File: src/rtl/tr7s_pkg.sv
// Shared types, constants and the segment decode for the temperature display block.
// No dependencies; imported by every module in rtl/.
`default_nettype none

package tr7s_pkg;

  localparam int unsigned RawW   = 16;
  localparam int unsigned WordW  = 32;
  localparam int unsigned SegW   = 8;
  localparam int unsigned LimitW = 3;

  localparam logic [RawW-1:0]   FailMark     = 16'hFFFF;
  localparam logic [RawW-1:0]   HundredSixt  = 16'd1600;
  localparam logic [SegW-1:0]   DotSegment   = 8'h80;
  localparam logic [SegW-1:0]   BlankSegment = 8'h00;

  localparam logic [LimitW-1:0] ErrorLimitRst   = 3'd5;
  localparam logic [WordW-1:0]  ErrorPatternRst = 32'h7950_5000;
  localparam logic [SegW-1:0]   MinusPatternRst = 8'h40;

  // Register index on the configuration port
  typedef enum logic [1:0] {
    CFG_ERROR_LIMIT   = 2'd0,
    CFG_ERROR_PATTERN = 2'd1,
    CFG_MINUS_PATTERN = 2'd2
  } cfg_idx_e;

  // Fail tracker view of the item in the input register
  typedef struct packed {
    logic fault_next;  // count at or above limit after this reading
    logic show_error;  // load error pattern into the display word
  } fail_status_t;

  // Standard hex seven-segment decode
  function automatic logic [SegW-1:0] seg_lut(input logic [3:0] digit);
    logic [SegW-1:0] seg;
    case (digit)
      4'h0: seg = 8'h3F;
      4'h1: seg = 8'h06;
      4'h2: seg = 8'h5B;
      4'h3: seg = 8'h4F;
      4'h4: seg = 8'h66;
      4'h5: seg = 8'h6D;
      4'h6: seg = 8'h7D;
      4'h7: seg = 8'h07;
      4'h8: seg = 8'h7F;
      4'h9: seg = 8'h6F;
      4'hA: seg = 8'h77;
      4'hB: seg = 8'h7C;
      4'hC: seg = 8'h39;
      4'hD: seg = 8'h5E;
      4'hE: seg = 8'h79;
      4'hF: seg = 8'h71;
      default: seg = 8'h00;
    endcase
    return seg;
  endfunction

endpackage

`default_nettype wire

File: src/rtl/tr7s_word_build.sv
// Combinational decode of one raw reading into the four segment bytes.
// Depends on tr7s_pkg.
`default_nettype none

module tr7s_word_build (
  input  wire logic [tr7s_pkg::RawW-1:0]  raw_i,
  input  wire logic [tr7s_pkg::SegW-1:0]  minus_pattern_i,
  output      logic [tr7s_pkg::WordW-1:0] word_o
);
  import tr7s_pkg::*;

  logic            neg;
  logic            over_hundred;
  logic [15:0]     mag;
  logic [10:0]     mag_hi;     // mag / 32
  logic [22:0]     q_prod;
  logic [8:0]      q5;         // mag / 160
  logic [10:0]     q5_times5;
  logic [10:0]     r5_full;
  logic [2:0]      r5;         // (mag / 32) % 5
  logic [3:0]      tens;
  logic [3:0]      units;
  logic [6:0]      frac_x5;
  logic [3:0]      tenths;
  logic [SegW-1:0] lead;

  always_comb begin
    neg          = raw_i[15];
    over_hundred = !neg && (raw_i >= HundredSixt);
    if (neg) begin
      mag = 16'(~raw_i + 16'd1);  // 0x8000 maps to 32768
    end else if (over_hundred) begin
      mag = raw_i - HundredSixt;
    end else begin
      mag = raw_i;
    end

    // 160 = 32 * 5: divide by 5 via reciprocal, exact for mag_hi <= 1024
    mag_hi    = mag[15:5];
    q_prod    = 23'(mag_hi) * 23'd3277;
    q5        = q_prod[22:14];
    q5_times5 = {q5, 2'b00} + 11'(q5);
    r5_full   = mag_hi - q5_times5;
    r5        = r5_full[2:0];

    tens    = (q5 > 9'd15) ? 4'hF : q5[3:0];
    units   = {r5, mag[4]};
    frac_x5 = 7'(mag[3:0]) * 7'd5;
    tenths  = frac_x5[6:3];

    if (neg) begin
      lead = minus_pattern_i;
    end else if (over_hundred) begin
      lead = seg_lut(4'h1);
    end else begin
      lead = BlankSegment;
    end

    word_o = {lead, seg_lut(tens), seg_lut(units) | DotSegment, seg_lut(tenths)};
  end

endmodule

`default_nettype wire

File: src/rtl/tr7s_fail_ctrl.sv
// Saturating count of failed sensor reads and the fault decision.
// Depends on tr7s_pkg.
`default_nettype none

module tr7s_fail_ctrl (
  input  wire logic                        clk_i,
  input  wire logic                        rst_ni,
  input  wire logic                        advance_i,
  input  wire logic                        is_fail_i,
  input  wire logic [tr7s_pkg::LimitW-1:0] error_limit_i,
  output      tr7s_pkg::fail_status_t      status_o
);
  import tr7s_pkg::*;

  logic [LimitW-1:0] count_q, count_d;
  logic [LimitW-1:0] limit_eff;

  always_comb begin
    limit_eff = (error_limit_i == '0) ? LimitW'(1) : error_limit_i;
    if (!is_fail_i) begin
      count_d = '0;
    end else if (count_q < limit_eff) begin
      count_d = count_q + LimitW'(1);
    end else begin
      count_d = count_q;  // saturated; a lowered limit leaves it as is
    end
    status_o.fault_next = (count_d >= limit_eff);
    status_o.show_error = is_fail_i && status_o.fault_next;
  end

  always_ff @(posedge clk_i or negedge rst_ni) begin
    if (!rst_ni) begin
      count_q <= '0;
    end else if (advance_i) begin
      count_q <= count_d;
    end
  end

endmodule

`default_nettype wire

File: src/rtl/temp_reading_to_seven_segment.sv
// Top level: raw sensor reading in, seven-segment display word out.
// Depends on tr7s_pkg, tr7s_word_build, tr7s_fail_ctrl.
//
// Usage:
//  - Input channel (in_valid_i / in_stall_o) carries one raw reading per
//    transfer: raw_high_i:raw_low_i, two's complement sixteenths of a degree.
//    0xFFFF means the sensor read failed.
//  - Output channel (out_valid_o / out_stall_i) carries exactly one result per
//    reading: display word, last good temperature and the fault flag.
//  - A reading moves from the input register into the output register when
//    the output is free; out_valid_o stays high until it is taken.
//  - Throughput: one reading per clock through a two-stage pipe, unless
//    stalled; single-pass decode (11x12 multiply for /160, segment lookups).
//  - Fail count, shown word and last temperature change only when a reading
//    moves into the output register, so readings are applied in order.
//  - With a result stalled, one more reading fits in the input register;
//    in_stall_o rises only when both stages are full.
//  - Reset clears the pipe and state and loads the register defaults.
//  - Configuration writes (cfg_we_i) take effect at the next edge and are
//    meant for when no reading is in flight.
`default_nettype none

module temp_reading_to_seven_segment (
  input  wire logic                       clk_i,
  input  wire logic                       rst_ni,
  // configuration write port
  input  wire logic                       cfg_we_i,
  input  wire logic [1:0]                 cfg_index_i,
  input  wire logic [tr7s_pkg::WordW-1:0] cfg_data_i,
  // input channel
  input  wire logic                       in_valid_i,
  output      logic                       in_stall_o,
  input  wire logic [7:0]                 raw_low_i,
  input  wire logic [7:0]                 raw_high_i,
  // output channel
  output      logic                       out_valid_o,
  input  wire logic                       out_stall_i,
  output      logic [tr7s_pkg::WordW-1:0] display_word_o,
  output      logic signed [15:0]         temp_sixteenths_o,
  output      logic                       sensor_fault_o
);
  import tr7s_pkg::*;

  // configuration registers
  logic [LimitW-1:0] error_limit_q;
  logic [WordW-1:0]  error_pattern_q;
  logic [SegW-1:0]   minus_pattern_q;

  // input stage
  logic              s1_valid_q, s1_valid_d;
  logic [RawW-1:0]   raw_q;

  // output stage, doubles as the block state
  logic              out_valid_q, out_valid_d;
  logic [WordW-1:0]  shown_word_q, shown_word_d;
  logic [RawW-1:0]   last_temp_q, last_temp_d;
  logic              fault_q;

  logic              in_accept;
  logic              advance;    // input stage moves into output stage
  logic              is_fail;
  logic [WordW-1:0]  built_word;
  fail_status_t      fail_status;

  // configuration
  always_ff @(posedge clk_i or negedge rst_ni) begin
    if (!rst_ni) begin
      error_limit_q   <= ErrorLimitRst;
      error_pattern_q <= ErrorPatternRst;
      minus_pattern_q <= MinusPatternRst;
    end else if (cfg_we_i) begin
      case (cfg_idx_e'(cfg_index_i))
        CFG_ERROR_LIMIT:   error_limit_q   <= cfg_data_i[LimitW-1:0];
        CFG_ERROR_PATTERN: error_pattern_q <= cfg_data_i;
        CFG_MINUS_PATTERN: minus_pattern_q <= cfg_data_i[SegW-1:0];
        default: ;  // unmapped index, write dropped
      endcase
    end
  end

  // pipe control
  always_comb begin
    advance     = s1_valid_q && (!out_valid_q || !out_stall_i);
    in_stall_o  = s1_valid_q && !advance;
    in_accept   = in_valid_i && !in_stall_o;
    s1_valid_d  = in_accept || (s1_valid_q && !advance);
    out_valid_d = advance || (out_valid_q && out_stall_i);
  end

  always_ff @(posedge clk_i or negedge rst_ni) begin
    if (!rst_ni) begin
      s1_valid_q  <= 1'b0;
      out_valid_q <= 1'b0;
    end else begin
      s1_valid_q  <= s1_valid_d;
      out_valid_q <= out_valid_d;
    end
  end

  // input register payload
  always_ff @(posedge clk_i) begin
    if (in_accept) begin
      raw_q <= {raw_high_i, raw_low_i};
    end
  end

  assign is_fail = (raw_q == FailMark);

  tr7s_word_build u_word_build (
    .raw_i           (raw_q),
    .minus_pattern_i (minus_pattern_q),
    .word_o          (built_word)
  );

  tr7s_fail_ctrl u_fail_ctrl (
    .clk_i         (clk_i),
    .rst_ni        (rst_ni),
    .advance_i     (advance),
    .is_fail_i     (is_fail),
    .error_limit_i (error_limit_q),
    .status_o      (fail_status)
  );

  // next display state: failed reads below the limit keep the old word
  always_comb begin
    shown_word_d = shown_word_q;
    last_temp_d  = last_temp_q;
    if (!is_fail) begin
      shown_word_d = built_word;
      last_temp_d  = raw_q;
    end else if (fail_status.show_error) begin
      shown_word_d = error_pattern_q;
    end
  end

  always_ff @(posedge clk_i or negedge rst_ni) begin
    if (!rst_ni) begin
      shown_word_q <= '0;
      last_temp_q  <= '0;
      fault_q      <= 1'b0;
    end else if (advance) begin
      shown_word_q <= shown_word_d;
      last_temp_q  <= last_temp_d;
      fault_q      <= fail_status.fault_next;
    end
  end

  assign out_valid_o       = out_valid_q;
  assign display_word_o    = shown_word_q;
  assign temp_sixteenths_o = signed'(last_temp_q);
  assign sensor_fault_o    = fault_q;

endmodule

`default_nettype wire
File: config.mk
export PLATFORM = sky130hd
export DESIGN_NAME = temp_reading_to_seven_segment
export DESIGN_NICKNAME = d
export VERILOG_FILES = /design/src/rtl/tr7s_pkg.sv /design/src/rtl/tr7s_word_build.sv /design/src/rtl/tr7s_fail_ctrl.sv /design/src/rtl/temp_reading_to_seven_segment.sv
export SDC_FILE = /design/constraint.sdc
export NUM_CORES = 1
export LEC_CHECK = 0
export BUFFER_PORTS_ARGS = -buffer_cell sky130_fd_sc_hd__buf_2
export CAP_MARGIN = 20
export CORE_ASPECT_RATIO = 1.1
export CORE_MARGIN = 1.5
export CORE_UTILIZATION = 55
export CTS_BUF_LIST = sky130_fd_sc_hd__clkbuf_2 sky130_fd_sc_hd__clkbuf_4 sky130_fd_sc_hd__clkbuf_8
export DETAILED_ROUTE_END_ITERATION = 7
export MAX_ROUTING_LAYER = met4
export PLACE_DENSITY = 0.83
export SYNTH_ARGS = -nofsm -noshare
export SYNTH_HDL_FRONTEND = slang
export SYNTH_SLANG_ARGS = --single-unit
File: constraint.sdc
create_clock -name clk_i -period 8 [get_ports clk_i]
set_input_delay 1.6 -clock clk_i [delete_from_list [all_inputs] [get_ports clk_i]]
set_output_delay 1.6 -clock clk_i [all_outputs]
set_load 0.01 [all_outputs]
[Word-level counts from Yosys, hierarchy flattened]
Memories as Yosys holds them, arrays and structs flattened.
Index checks and enable logic that the tools add are counted.
Word-level totals
  flip-flop bits (word level): 113
  memory bits (read-only): 336
  logic and storage cells: 61
  memories: 3
Cells by class
  $add $sub $neg: 5
  $mul: 2
  $lt $le $gt $ge: 4
  equality and inequality tests: 4
  multiplexer cells: 10
  bitwise operators: 2
  reductions and logical operators: 21
Memories
  (name not given): depth 16, width 7, read ports 1, clocked after memory_dff 0, write ports 0, RTL line tr7s_pkg.sv:37  | case (digit)
  (name not given): depth 16, width 7, read ports 1, clocked after memory_dff 0, write ports 0, RTL line tr7s_pkg.sv:37
  (name not given): depth 16, width 7, read ports 1, clocked after memory_dff 0, write ports 0, RTL line tr7s_pkg.sv:37
Operator list (count)
  32-bit two-way mux: 2
  16-bit two-way mux: 2
  11-bit by 12-bit multiplier with 23-bit output, second input constant: 1
  16-bit by 1-bit adder with 16-bit output, second input constant: 1
  16-bit == test, second input constant: 1
  16-bit by 11-bit greater-or-equal comparator with 1-bit output, second input constant: 1
  16-bit inverter: 1
  16-bit by 11-bit subtractor with 16-bit output, second input constant: 1
  3-bit two-way mux: 4
  2-bit AND reduction: 5
  9-bit by 4-bit > comparator with 1-bit output, second input constant: 1
  8-bit two-way mux: 1
  4-bit by 3-bit multiplier with 7-bit output, second input constant: 1
  1-bit logical AND: 6
  1-bit logical NOT: 5
  4-bit two-way mux: 1
  3-bit by 1-bit adder with 3-bit output, second input constant: 1
  3-bit adder: 1
  3-bit greater-or-equal comparator: 1
  3-bit logical NOT: 1
  1-bit logical OR: 3
  3-bit < comparator: 1
  3-bit subtractor: 1
  2-bit by 1-bit == test with 1-bit output, second input constant: 1
  other kinds (4): 4

[Logic depth before layout (Yosys ltp)]
Gate-level depths: netlist of the first run.
  depth after elaboration: 9
  gate-level depth with buffers: 35

[Hierarchy]
A second synthesis of the first run with hierarchy kept.
Unflattened totals
  cells, all modules: 929
  area total of the unflattened synthesis: 9213.8 um2
By module, submodules not included
  temp_reading_to_seven_segment: times used 1, cells an instance 382, area an instance 4750.8 um2
  tr7s_word_build: times used 1, cells an instance 505, area an instance 4103.9 um2
  tr7s_fail_ctrl: times used 1, cells an instance 42, area an instance 359.1 um2

[Worst setup path before layout of the first run]
Ideal clock, no wire load.
  path kind: register to register
  start point: register raw_q[7]
  end point: register shown_word_q[13] (netlist: display_word_o[13])
  library setup time: 0.068 ns
  arrival: 7.913 ns
  data required time: 7.932 ns
  slack: 0.020 ns
  cell stages (with the launch flop): 33
  path buffers: 0
  period minus slack after synthesis: 7.980 ns
  cell sequence: edfxtp_1 inv_1 ha_1 or3b_2 nor4_4 or2_2 and2_1 nand2_1 o32ai_1 xor2_1 ha_1 xor2_1 ha_1 inv_1 fa_1 inv_1 fa_1 fa_1 ha_1 a21oi_1 nand2_1 o31ai_1 o21ai_0 a211oi_4 xnor2_2 ha_1 inv_1 fa_1 xnor2_1 xnor3_2 mux2_1 a211oi_1 a221o_1
Between the ends
  word-level cells in the longest chain between the ends: 9
  elaborated cells on any way between the ends: 18
RTL lines
  start, declared: RTL line temp_reading_to_seven_segment.sv:51  | logic [RawW-1:0] raw_q;
  start signal, assigned: RTL line temp_reading_to_seven_segment.sv:103  | raw_q <= {raw_high_i, raw_low_i};
  16-bit by 11-bit greater-or-equal comparator with 1-bit output: RTL line tr7s_word_build.sv:29  | over_hundred = !neg && (raw_i >= HundredSixt);
  1-bit logical AND: RTL line tr7s_word_build.sv:29
  16-bit two-way mux: RTL line tr7s_word_build.sv:32  | end else if (over_hundred) begin
  16-bit two-way mux: RTL line tr7s_word_build.sv:30  | if (neg) begin
  11-bit by 12-bit multiplier with 23-bit output: RTL line tr7s_word_build.sv:40  | q_prod = 23'(mag_hi) * 23'd3277;
  3-bit adder: RTL line tr7s_word_build.sv:42  | q5_times5 = {q5, 2'b00} + 11'(q5);
  3-bit subtractor: RTL line tr7s_word_build.sv:43  | r5_full = mag_hi - q5_times5;
  memory read 16 x 7 bit
  32-bit two-way mux: RTL line temp_reading_to_seven_segment.sv:128  | if (!is_fail) begin
  end signal, assigned: RTL line temp_reading_to_seven_segment.sv:142  | shown_word_q <= shown_word_d;
  end, declared: RTL line temp_reading_to_seven_segment.sv:55  | logic [WordW-1:0] shown_word_q, shown_word_d;
Parallel ways exist; a longest one is shown, timed or not.
A chain may end at the register's enable or synchronous reset.

[Worst setup path after layout of the first run]
  start point: register raw_q[7]
  end point: register shown_word_q[19] (netlist: display_word_o[19])
Between the ends
  word-level cells in the longest chain between the ends: 9
  elaborated cells on any way between the ends: 18
RTL lines
  16-bit by 11-bit greater-or-equal comparator with 1-bit output: RTL line tr7s_word_build.sv:29
  1-bit logical AND: RTL line tr7s_word_build.sv:29
  16-bit two-way mux: RTL line tr7s_word_build.sv:32
  16-bit two-way mux: RTL line tr7s_word_build.sv:30
  11-bit by 12-bit multiplier with 23-bit output: RTL line tr7s_word_build.sv:40
  9-bit by 4-bit > comparator with 1-bit output: RTL line tr7s_word_build.sv:46  | tens = (q5 > 9'd15) ? 4'hF : q5[3:0];
  4-bit two-way mux: RTL line tr7s_word_build.sv:46
  memory read 16 x 7 bit
  32-bit two-way mux: RTL line temp_reading_to_seven_segment.sv:128
Parallel ways exist; a longest one is shown, timed or not.

==> results of run 1 <==
## worst max-delay path, delay by kind of cell, from the launching register on
| family | cells | cell delay [ns] |
|---|---|---|
| AO/OA/AOI/OAI | 8 | 1.66 |
| XOR/XNOR | 2 | 0.45 |
| flip-flops | 1 | 0.40 |
| buffers and inverters | 3 | 0.19 |
| adder cells (fa/ha/maj) | 8 | 2.65 |
| AND/OR/NAND/NOR | 11 | 2.31 |
## per-stage QoR
step                area, sq um  worst slack [ns]  utilization  TNS [ns]
global route              10400            -0.127        0.683    -0.791
floorplan                  8650            0.0195            -         0
detailed placement         9620           -0.0687        0.631    -0.130
global placement           9620            0.0938        0.631         0
finish                    10400             0.231        0.683         0
CTS                       10100           0.00477        0.662         0
## cells in the mapped netlist, drive strengths merged, types with 5 or more instances
library cell,instances
xor2,14
nand2b,10
o21ai,54
a21o,12
dfrtp,85
mux2,44
or3,5
o31ai,6
nor2b,9
and2,10
nand4,5
edfxtp,16
dfstp,12
fa,32
nor3,13
nor4,7
and3,9
xnor2,15
o211ai,6
nand3,16
a22oi,5
buf,10
a31oi,8
a221oi,5
a211oi,8
clkbuf,26
nor2,30
nand3b,5
a221o,7
ha,102
inv,93
nand2,101
a21oi,64
## final timing paths
kind / end / depth (start not counted) / startpoint / slack [ns]
worst min-delay path: display_word_o[26] / 1 / display_word_o[26] / 0.47
worst min register to register: display_word_o[26] / 1 / display_word_o[26] / 0.47
worst max register to register: display_word_o[19] / 32 / raw_q[7] / 0.23
worst max-delay path: display_word_o[19] / 32 / raw_q[7] / 0.23
max in group asynchronous: error_limit_q[2] / 3 / rst_ni / 6.12
min in group asynchronous: display_word_o[23] / 1 / rst_ni / 0.97
## metal layers
layer	wire length [um]	share of wire	global-route usage	up-vias
met5	0	0	-	-
met4	622	0.028	0.103	0
met3	1360	0.061	0.0486	51
met2	11100	0.50	0.466	273
met1	9160	0.41	0.352	3508
li1	-	-	-	3401
## sequential cells by signal, indices dropped and copies added, names as in the netlist
| register | count |
|---|---|
| display_word_o | 32 |
| error_limit_q | 3 |
| error_pattern_q | 32 |
| minus_pattern_q | 8 |
| out_valid_o | 1 |
| raw_q | 16 |
| s1_valid_q | 1 |
| sensor_fault_o | 1 |
| temp_sixteenths_o | 16 |
| u_fail_ctrl.count_q | 3 |
## what timing repair did
item,in CTS,in global routing
buffers inserted,0,14
endpoints found under the setup margin,5,14
cloned,0,1
resized for setup,4,42
pin swaps,1,29
## cells in the final DEF, fill, tap and decap left out, types with 4 or more instances in the layout
cell type,count
xor2_1,12
a21oi_2,4
dfrtp_1,85
a31oi_1,8
xnor2_2,4
o21ai_0,46
buf_4,62
fa_1,30
xnor2_1,11
mux2i_1,4
nand2_1,97
nor2b_1,9
dfstp_2,12
clkbuf_8,19
nand3b_1,5
nand3_1,16
ha_1,99
a221o_1,7
a21oi_1,60
nor2_1,28
edfxtp_1,16
o211ai_1,6
a21o_1,12
and2_1,7
bufinv_16,4
o31ai_1,5
or3_1,4
nand2_2,4
o21ai_1,5
nand2b_1,10
and3_1,9
clkbuf_4,4
nor3_1,11
inv_1,92
a211oi_1,7
nand4_1,5
a22oi_1,5
buf_2,104
mux2_2,42
## final cells by class
| type | count | area, sq um | area share |
|---|---|---|---|
| clock inverters | 9 | 156 | 0.0150 |
| clock buffers | 23 | 292 | 0.0280 |
| inverters | 93 | 349 | 0.0336 |
| diodes | 1 | 2.50 | 0.000241 |
| well taps | 196 | 245 | 0.0236 |
| flip-flops and latches | 113 | 2920 | 0.281 |
| multi-input cells | 646 | 5420 | 0.521 |
| repair buffers | 167 | 1010 | 0.0974 |
## cell families after synthesis
group                      share of synthesized area
adders and majority gates                      0.222
buffers and inverters                         0.0603
AOI/OAI and AO/OA                              0.143
and+or+nand+nor                                0.136
xor gates and xnor gates                      0.0338
muxes                                         0.0675
DFF                                            0.338
==> reports/qor.csv, run 1 <==
metric;value;unit
num_io_pins;106;
grt_pass1_wl;35400;um
max_freq;129;MHz
fin_skew;0.0134;ns
relSlewSlack;0.361;
drc;0;
fin_crit;7.77;ns
die-area;0.0165;sq mm
first_global_vias;7296;
end_kind;flop;
insertion_delay;0.45;ns
synthCells;887;
final_nets;1227;
min_path_type;flop to flop;
grt_use_total;0.283;
drive_gt1_frac;0.291;
async_flop_share;0.858;
io_buffer_count;105;
core-area;0.0152;sq mm
final_cells;1248;
die_h;135;um
ant_nets;0;
drt-initial-drc-count;435;
synth_flop_cell;dfrtp_1;
hpwl;16500;um
worstSetupPathType;flop to flop;
fillers;1134;
first_pass_iters;5;
crit_path_top_delay_cell;or4b_4;
die_w;123;um
ys_warn_count;0;
critical_path.startpoint_type;flop;
path_max_fanout;5;
cts.sinks;113;
cap_violations;0;
holdBufCountCts;0;
grt_start_max_net_pins;88;
status;completed;
path_clk_slew;0.07;ns
numCtsBuffers;17;
critical_path_arrival;8.09;ns
root_buffer;clkbuf_8;
slowest_delay;0.57;ns
crit_top_cell;ha_1;
antenna_found_initial;1;
drt_wl_total;22300;um
setup_viol;0;
num_vias;7233;
ys_ff_latch;113;
netlist.top_cell.by_area;dfrtp_1;
ys_top_cells_by_area;dfrtp_1 25%, ha_1 15%, fa_1 7.4%, edfxtp_1 5.6%, mux2_2 5.5%;
cts_tree;done;
routabilityCongestion;0.911;
synth_edf_count;16;
finalHoldViolCount;0;
ys_seq_area_frac;0.338;
holdWs;0.474;ns
synth.avg_cell_area;9.76;sq um
dp_cells;1199;
cp.required;8.32;ns
syn2layout_area_growth;20.2;%
start_util;0.568;
synth_area;0.00865;sq mm
min_period_over_period;0.971;
overflow;0;
num_rows;47;
vias_per_cell;5.80;
wl_per_cell;17.8;um
synth_cell_type_count;71;
postSynthNetCount;1076;
tightest_slew;0.956;ns
slew_violations;0;
synth_top_area_frac;0.246;
clk_path_buf_depth;2;
cts.htree.levels;4;
Power of run 1 is not shown: default switching activity piles up to over one toggle a cycle in this logic, so the estimate is an artifact.
==> inputs of run 2 (changes only) <==
--- a/config.mk
+++ b/config.mk
@@ -13,2 +13,3 @@
 export CTS_BUF_LIST = sky130_fd_sc_hd__clkbuf_2 sky130_fd_sc_hd__clkbuf_4 sky130_fd_sc_hd__clkbuf_8
+export CTS_CLUSTER_DIAMETER = 120
 export DETAILED_ROUTE_END_ITERATION = 7
==> constraint.sdc (replaced) <==
create_clock -name clk_i -period 8 [get_ports clk_i]
set_input_delay 0 -clock clk_i [delete_from_list [all_inputs] [get_ports clk_i]]
set_output_delay 0 -clock clk_i [all_outputs]
set_load 0.01 [all_outputs]
==> run 2 against run 1 <==
  * Global-route usage increased by 3.3 points
  * Non-clock buffer count grew 52
  * Clock skew grew 0.010 ns
  * Final cell count increased by 4.1%
  * Critical path depth fell by 3
  * Register-to-register slack lost 0.06 ns
  * Sequential share of layout area shrank 1.4 points
==> reports/qor.csv, run 2 (synthesis gave the netlist of run 1 again) <==
metric;value;unit;change
ant_nets;0;;unchanged
insertion_delay;0.47;ns;was 0.45 ns
rrSetupSlack;0.17;ns;was 0.23 ns
fin_crit;7.83;ns;was 7.77 ns
end_kind;flop;;unchanged
drive_gt1_frac;0.280;;was 0.291
grt_use_total;0.317;;was 0.283
setup_slack;0.167;ns;was 0.231 ns
min_period_over_period;0.979;;was 0.971
cp.required;8.34;ns;was 8.32 ns
die-area;0.0165;sq mm;unchanged
syn2layout_area_growth;26.5;%;was 20.2%
worstSetupPathType;flop to flop;;unchanged
io_buffer_count;105;;unchanged
status;completed;;unchanged
path_max_fanout;5;;unchanged
crit_buf_inv;5;;was 3
finalHoldViolCount;0;;unchanged
first_pass_iters;6;;was 5
start_util;0.568;;unchanged
cts.htree.levels;4;;unchanged
max_freq;128;MHz;was 129 MHz
relSlewSlack;0.345;;was 0.361
first_global_vias;7878;;was 7296
setup_viol;0;;unchanged
r2r-end;display_word_o[19];;unchanged
dp_cells;1199;;unchanged
slew_violations;0;;unchanged
die_h;135;um;unchanged
grt_start_max_net_pins;88;;unchanged
path_clk_slew;0.09;ns;was 0.07 ns
overflow;0;;unchanged
reg2reg_depth;29;;was 32
worst-path-stages;29;;was 32
layout_commonest_cell;buf_2;;unchanged
num_io_pins;106;;unchanged
final_cell_mix;104 x buf_2, 96 x nand2_1, 96 x ha_1, 92 x inv_1, 85 x dfrtp_1;;was 104 x buf_2, 99 x ha_1, 97 x nand2_1, 92 x inv_1, 85 x dfrtp_1
fillers;1038;;was 1134
min_path_type;input pin to asynchronous set/reset pin;;was flop to flop
final_nets;1279;;was 1227
fin_skew;0.0237;ns;was 0.0134 ns
core-area;0.0152;sq mm;unchanged
critical_path.startpoint_type;flop;;unchanged
crit_path_start;raw_q[7];;unchanged
drt-initial-drc-count;655;;was 435
num_rows;47;;unchanged
antennaDiodeCount;0;;was 1
die_w;123;um;unchanged
r2r_start;raw_q[7];;unchanged
drt_wl_total;25100;um;was 22300 um
tns;0;ns;unchanged
hpwl;16500;um;unchanged
grt_pass1_wl;39000;um;was 35400 um
cts_tree;done;;unchanged
cap_violations;0;;unchanged
cp-endpoint;display_word_o[19];;unchanged
numCtsBuffers;17;;unchanged
antenna_found_initial;0;;was 1
cts.sinks;113;;unchanged
critical_path_arrival;8.17;ns;was 8.09 ns
critical-path-top-delay-family;adder cells;;unchanged
routabilityCongestion;0.911;;unchanged
root_buffer;clkbuf_8;;unchanged
tightest_slew;0.981;ns;was 0.956 ns
wl_per_cell;19.3;um;was 17.8 um
slowest_delay;0.58;ns;was 0.57 ns
crit_path_top_delay_cell;or4b_4;;unchanged
place_ws;-0.0687;ns;unchanged
final_cells;1299;;was 1248
vias_per_cell;5.94;;was 5.80
clk_path_buf_depth;2;;unchanged
drc;0;;unchanged
num_vias;7716;;was 7233
## run 2: cell count changes in the layout (fill, tap and decap cells not counted), sizes merged
cell and delta:
dlygate4sd3 +55, buf -3, diode -1
## run 2: area by class of cell
type	count	area [sq um]	share of cell area
clock buffers	23	292	0.0266
inverters	93	349	0.0319
well taps	196	245	0.0224
flip-flops and latches	113	2920	0.267
repair buffers	219	1540	0.141
clock inverters	9	156	0.0143
multi-input cells	646	5440	0.497
## run 2: routing by layer
metal / vias to the layer above / track usage / routed length, um
li1: 3501 / - / -
met1: 3810 / 0.369 / 9870
met2: 323 / 0.533 / 12800
met3: 82 / 0.0574 / 1450
met4: 0 / 0.141 / 999
met5: - / - / 0
## run 2: worst reg2reg max path, delay by kind of cell (launching register included)
kind / cells / cell delay [ns]
fa+ha+maj: 7 / 2.96
simple gates: 10 / 2.38
compound gates: 6 / 1.27
buf+inv: 5 / 0.51
flops: 1 / 0.41
xor+xnor: 1 / 0.20
## run 2: worst min path at each step
stage,from,endpoint,slack (ns),cells past startpoint
after floorplan,rst_ni,display_word_o[0],-0.30,0
after global placement,rst_ni,display_word_o[22],-0.15,1
after detailed placement,rst_ni,display_word_o[23],-0.15,1
after CTS,cfg_we_i,minus_pattern_q[5],0.20,3
after global routing,rst_ni,display_word_o[24],0.07,3
final,rst_ni,display_word_o[27],0.05,3
## run 2: what timing repair did
item,4_1_cts,5_1_grt
endpoints found under the hold margin,71,0
hold buffers,55,0
buffers inserted,0,11
gates cloned,0,1
pin swaps,1,29
gates resized for setup,4,50
setup endpoints to repair,5,14
## run 2: metrics by stage
stage	area, sq um	hold WS (ns)	util
2_1_floorplan	8650	-0.296	-
3_3_place_gp	9620	-0.155	0.631
3_5_place_dp	9620	-0.153	0.631
4_1_cts	10600	0.200	0.698
5_1_grt	10900	0.0664	0.719
6_report	10900	0.0524	0.719
Power of run 2 is left out for the same reason.
